File: src/design/lph_pkg.sv
// Shared types and constants of the linear probing hash table.
package lph_pkg;

  localparam int KEY_W    = 64;
  localparam int VALUE_W  = 64;
  localparam int SLOT_W   = 10;
  localparam int SUM_W    = 11;

  localparam logic CMD_INSERT = 1'b0;

  typedef enum logic [1:0] {
    STATUS_OK        = 2'd0,
    STATUS_NOT_FOUND = 2'd1,
    STATUS_FULL      = 2'd2,
    STATUS_RESERVED  = 2'd3
  } lph_status_t;

  typedef enum logic [2:0] {
    S_CLEAR,
    S_IDLE,
    S_HASH,
    S_PROBE,
    S_EMIT
  } lph_state_t;

  typedef struct packed {
    logic               command;
    logic [KEY_W-1:0]   key;
    logic [VALUE_W-1:0] value;
  } lph_in_t;

  typedef struct packed {
    lph_status_t        status;
    logic [SLOT_W-1:0]  slot;
    logic [VALUE_W-1:0] found_value;
  } lph_out_t;

endpackage

File: src/design/lph_hash.sv
// Four stage home slot unit: byte sum of the key modulo the table depth.
module lph_hash #(
  parameter int TABLE_DEPTH = 1024
) (
  input  logic                           clk,
  input  logic                           rst_n,
  input  logic                           start,
  input  logic [lph_pkg::KEY_W-1:0]      key,
  output logic                           done,
  output logic [$clog2(TABLE_DEPTH)-1:0] home
);
  import lph_pkg::*;

  localparam int AW = $clog2(TABLE_DEPTH);
  localparam logic [31:0] RECIP   = 32'((64'd1 << 32) / TABLE_DEPTH);
  localparam logic [16:0] DEPTH_C = 17'(TABLE_DEPTH);

  logic [3:0]       stg_v_r, stg_v_nxt;
  logic [SUM_W-1:0] sum_r, sum_nxt;
  logic [SUM_W-1:0] sum2_r;
  logic [SUM_W-1:0] q_r, q_nxt;
  logic [SUM_W-1:0] rem_r, rem_nxt;
  logic [AW-1:0]    home_r, home_nxt;
  logic [42:0]      prod_q;
  logic [27:0]      prod_d;
  logic [16:0]      rem_ext;

  // Stage one: add the eight key bytes
  always_comb begin
    sum_nxt = '0;
    for (int b = 0; b < 8; b++) begin
      sum_nxt = sum_nxt + SUM_W'(key[8*b +: 8]);
    end
  end

  // Stage two: quotient estimate by reciprocal, low by at most one
  assign prod_q = 43'(sum_r) * 43'(RECIP);
  assign q_nxt  = prod_q[42:32];

  // Stage three: remainder below twice the depth
  assign prod_d  = 28'(q_r) * 28'(DEPTH_C);
  assign rem_nxt = sum2_r - prod_d[SUM_W-1:0];

  // Stage four: final correction
  assign rem_ext  = 17'(rem_r);
  assign home_nxt = (rem_ext >= DEPTH_C) ? AW'(rem_ext - DEPTH_C) : AW'(rem_ext);

  assign stg_v_nxt = {stg_v_r[2:0], start};

  always_ff @(posedge clk) begin
    if (!rst_n) begin
      stg_v_r <= '0;
    end else begin
      stg_v_r <= stg_v_nxt;
    end
  end

  // Hold payload through the stages
  always_ff @(posedge clk) begin
    sum_r  <= sum_nxt;
    sum2_r <= sum_r;
    q_r    <= q_nxt;
    rem_r  <= rem_nxt;
    home_r <= home_nxt;
  end

  assign done = stg_v_r[3];
  assign home = home_r;

endmodule

File: config.mk
export PLATFORM = sky130hd
export DESIGN_NAME = lph_hash
export DESIGN_NICKNAME = d
export VERILOG_FILES = /design/src/design/lph_pkg.sv /design/src/design/lph_hash.sv
export SDC_FILE = /design/constraint.sdc
export NUM_CORES = 1
export LEC_CHECK = 0
export BUFFER_PORTS_ARGS = -buffer_cell sky130_fd_sc_hd__buf_2
export CORE_MARGIN = 1
export CORE_UTILIZATION = 51
export CTS_BUF_LIST = sky130_fd_sc_hd__clkbuf_4 sky130_fd_sc_hd__clkbuf_8 sky130_fd_sc_hd__clkbuf_16
export CTS_CLUSTER_SIZE = 12
export DETAILED_ROUTE_END_ITERATION = 12
export PLACE_DENSITY = 0.8
export SYNTH_ARGS = -nofsm -noshare
export SYNTH_HDL_FRONTEND = slang
export SYNTH_SLANG_ARGS = --single-unit
File: constraint.sdc
create_clock -name clk -period 4.4 [get_ports clk]
set_clock_uncertainty 0.15 [all_clocks]
set_input_delay 0.22 -clock clk [delete_from_list [all_inputs] [get_ports clk]]
set_output_delay 0.22 -clock clk [all_outputs]
set_load 0.01 [all_outputs]
==> results.md <==
* Status: finished clean
* CP dominant cell by count: fa_1
* Pwr Total at 1.95 mW
* Fin. Hold Viols at 0
* Worst setup margin at 0.586 ns
* Pwr dens at ~630 mW/mm2
* VDD IR max at ~0.35 mV
* CTS Buffer Depth at 2
* Core Region at between 0.004 and 0.005 mm2
* Yosys top cell area share at 0.375
* Slowest CP cell: fa_1
* DRT Pass-1 Iters at 4
* Vias in the first global route at 1637
* WP data required at 4.47 ns
* Cell variety after synth at 19
* Synth warnings at 0
* Placement Setup Slack at around 0.28 ns
* Final Non-Filler Cells at 381
* Num rows at 25
* Setup violations, final at 0
* CTS resizes at 0
* Setup TNS at 0 ns
* Worst Setup End Kind: flop
* Hold_buf cts at 1
* Total wire length at 3.21 mm
* Die W at around 72 um
* Largest net degree at the start of global routing at 14
* Register area share after synthesis at 0.351
* CTS tree: done
* Vias per inst at ~4.1
* H-tree depth at 2
* Worst Setup SP: key[2]
* Num CTS Buffers at 5
* Area of the die at 0.00521 mm2
* Post-CTS Setup Bufs at 0
* Syn-to-layout area delta at 23.0%
* Kind of cell adding the most delay to the critical path: adder cells
* Critical hold path startpoint: rst_n
* Dpl cells at 372
* Via count at 1563
* CP arrival at a little under 4 ns
* Fin. max-slew vios at 0
* Die height at 72.2 um
* Synthesized Nets at about 350
* Initial Util at 0.532
* Sw frac at 0.369
* Minimum clock period after layout at 3.81 ns
* Clock Power Share at 0.129
* Fin Hold WS at 0.0148 ns
* Syn avg cell area at 11.0 um2
* Crit Path Max Fanout at 3
* DR WL/cell at approximately 8.4 um
* Worst Path Buf+Inv at 5
* RSZ-0062 raised after global routing: false
* Yosys reg bits at 44
* Gate power share at 0.541
* P_int at 1.23 mW
* First-pass GRT wire length at slightly above 6 mm
* Clk sinks at 44
* Worst path cell trace: buf_2, inv_1, fa_1, inv_1, fa_1, fa_1, inv_1, fa_1, inv_1, ha_1, fa_1, a21oi_1, o211ai_1, a21oi_1, xnor2_1
* Mapped Cells at between 200 and 250
* Startpoint Class: input pin
* Sequential Power Share at 0.330
* Worst slew pin tran at roughly 0.23 ns
* Cell taking the most area after synthesis: fa_1
* Tcrit/Tclk final at 0.867
* Residual DRC at 0
* Global route total overflow at 0
* Diode count at 0
* Slew HR at 0.846
* Share of post-route cells with drive strength above 1 at 0.280
* Critical path class: input pin to flop
* Slowest stage delay, CP at 0.54 ns
* 1st-iter DRT viols at 21
* Clock Tree Root: clkbuf_8
* HPWL after DPL at 2.93 mm
* GPL Wtd Cong at 0.739
* GRT Util Overall at 0.157
* Layout Nets at 437
* Max Cap Viol at 0
* Pleak at ~1.7 nW
* Initial antenna violation count at 0
* Synth area leaders: fa_1 (37%), dfxtp_1 (35%), inv_1 (14%)
* Post-Syn Area at 0.00251 mm2
* Psw at just over 700 uW
* RR Startpoint: stg_v_r[2]$_SDFF_PN0_
* Worst hold path class: input pin to flop
* Top achievable clock speed at 262 MHz
* Clock transition at path regs at around 0.07 ns
* # IOs at 78
* Routed Antenna Nets at 0
* PortBufs at 77
* Worst skew pair latency at 0.29 ns
## power groups by stage
stage	Combinational, mW	Sequential [mW]	Clock, mW
6_report	1.06	0.645	0.251
5_1_grt	1.25	0.667	0.283
4_1_cts	1.08	0.648	0.265
3_5_place_dp	1.07	0.657	0
3_3_place_gp	1.05	0.651	0
2_1_floorplan	0.824	0.674	0
## logic make-up after synthesis
kind of cell | Yosys count | share of synthesized area
AOI/OAI and AO/OA | 13 | 0.0378
and+or+nand+nor | 11 | 0.0214
DFF | 44 | 0.351
adders and majority gates | 57 | 0.424
buffers and inverters | 97 | 0.145
xor gates and xnor gates | 6 | 0.0209
## stage by stage
step	utilization	cell area, um2
global route	0.654	3090
finish	0.654	3090
global placement	0.631	2980
CTS	0.654	3090
floorplan	-	2510
detailed placement	0.631	2980
## per-layer routing
metal,part of all wire,up-vias,GRT usage
met2,0.54,56,0.288
li1,-,789,-
met1,0.37,711,0.167
met3,0.064,7,0.0431
met4,0.025,0,0.0719
met5,0,-,0
## flip-flops by register name, indices dropped and copies added (netlist names)
| register | flops |
|---|---|
| sum_r | 10 |
| stg_v_r | 4 |
| home | 10 |
| rem_r | 10 |
| sum2_r | 10 |
## Yosys cell counts
cell type  number
inv_1          97
fa_1           47
dfxtp_1        44
ha_1           10
a21oi_1         5
xnor2_1         5
and2_1          4
nand2_1         3
nor2_1          3
a211oi_1        1
a211oi_2        1
a21o_2          1
a41oi_2         1
nor2b_1         1
o211ai_1        1
o21ai_0         1
o21ai_1         1
o21bai_1        1
xor2_1          1
## cell type report
type,count,area (um2)
clock buffer,7,90.1
clock inverter,1,7.51
fill,369,1630
inverter,97,364
multi-input combinational,87,1270
sequential,44,881
tap,67,83.8
timing repair buffer,78,395
## final timing paths
path / endpoint / slack [ns] / cells after the start
min reg2reg: home[4]$_DFF_P_ / 0.17 / 0
min: stg_v_r[3]$_SDFF_PN0_ / 0.01 / 2
max: sum_r[8]$_DFF_P_ / 0.59 / 15
max reg2reg: stg_v_r[3]$_SDFF_PN0_ / 3.71 / 1
## cells in the final DEF, fill, tap and decap left out, drive strengths merged
cell type / synthesis / final
clkbuf: 0 / 7
and2: 4 / 4
a21oi: 5 / 5
xnor2: 5 / 5
a21o: 1 / 1
a211oi: 2 / 2
buf: 0 / 77
ha: 10 / 10
dlygate4sd3: 0 / 1
clkinvlp: 0 / 1
a41oi: 1 / 1
nor2b: 1 / 1
xor2: 1 / 1
nand2: 3 / 3
nor2: 3 / 3
inv: 97 / 97
fa: 47 / 47
o21bai: 1 / 1
o211ai: 1 / 1
dfxtp: 44 / 44
o21ai: 2 / 2
(Power assumes the default switching activity.)
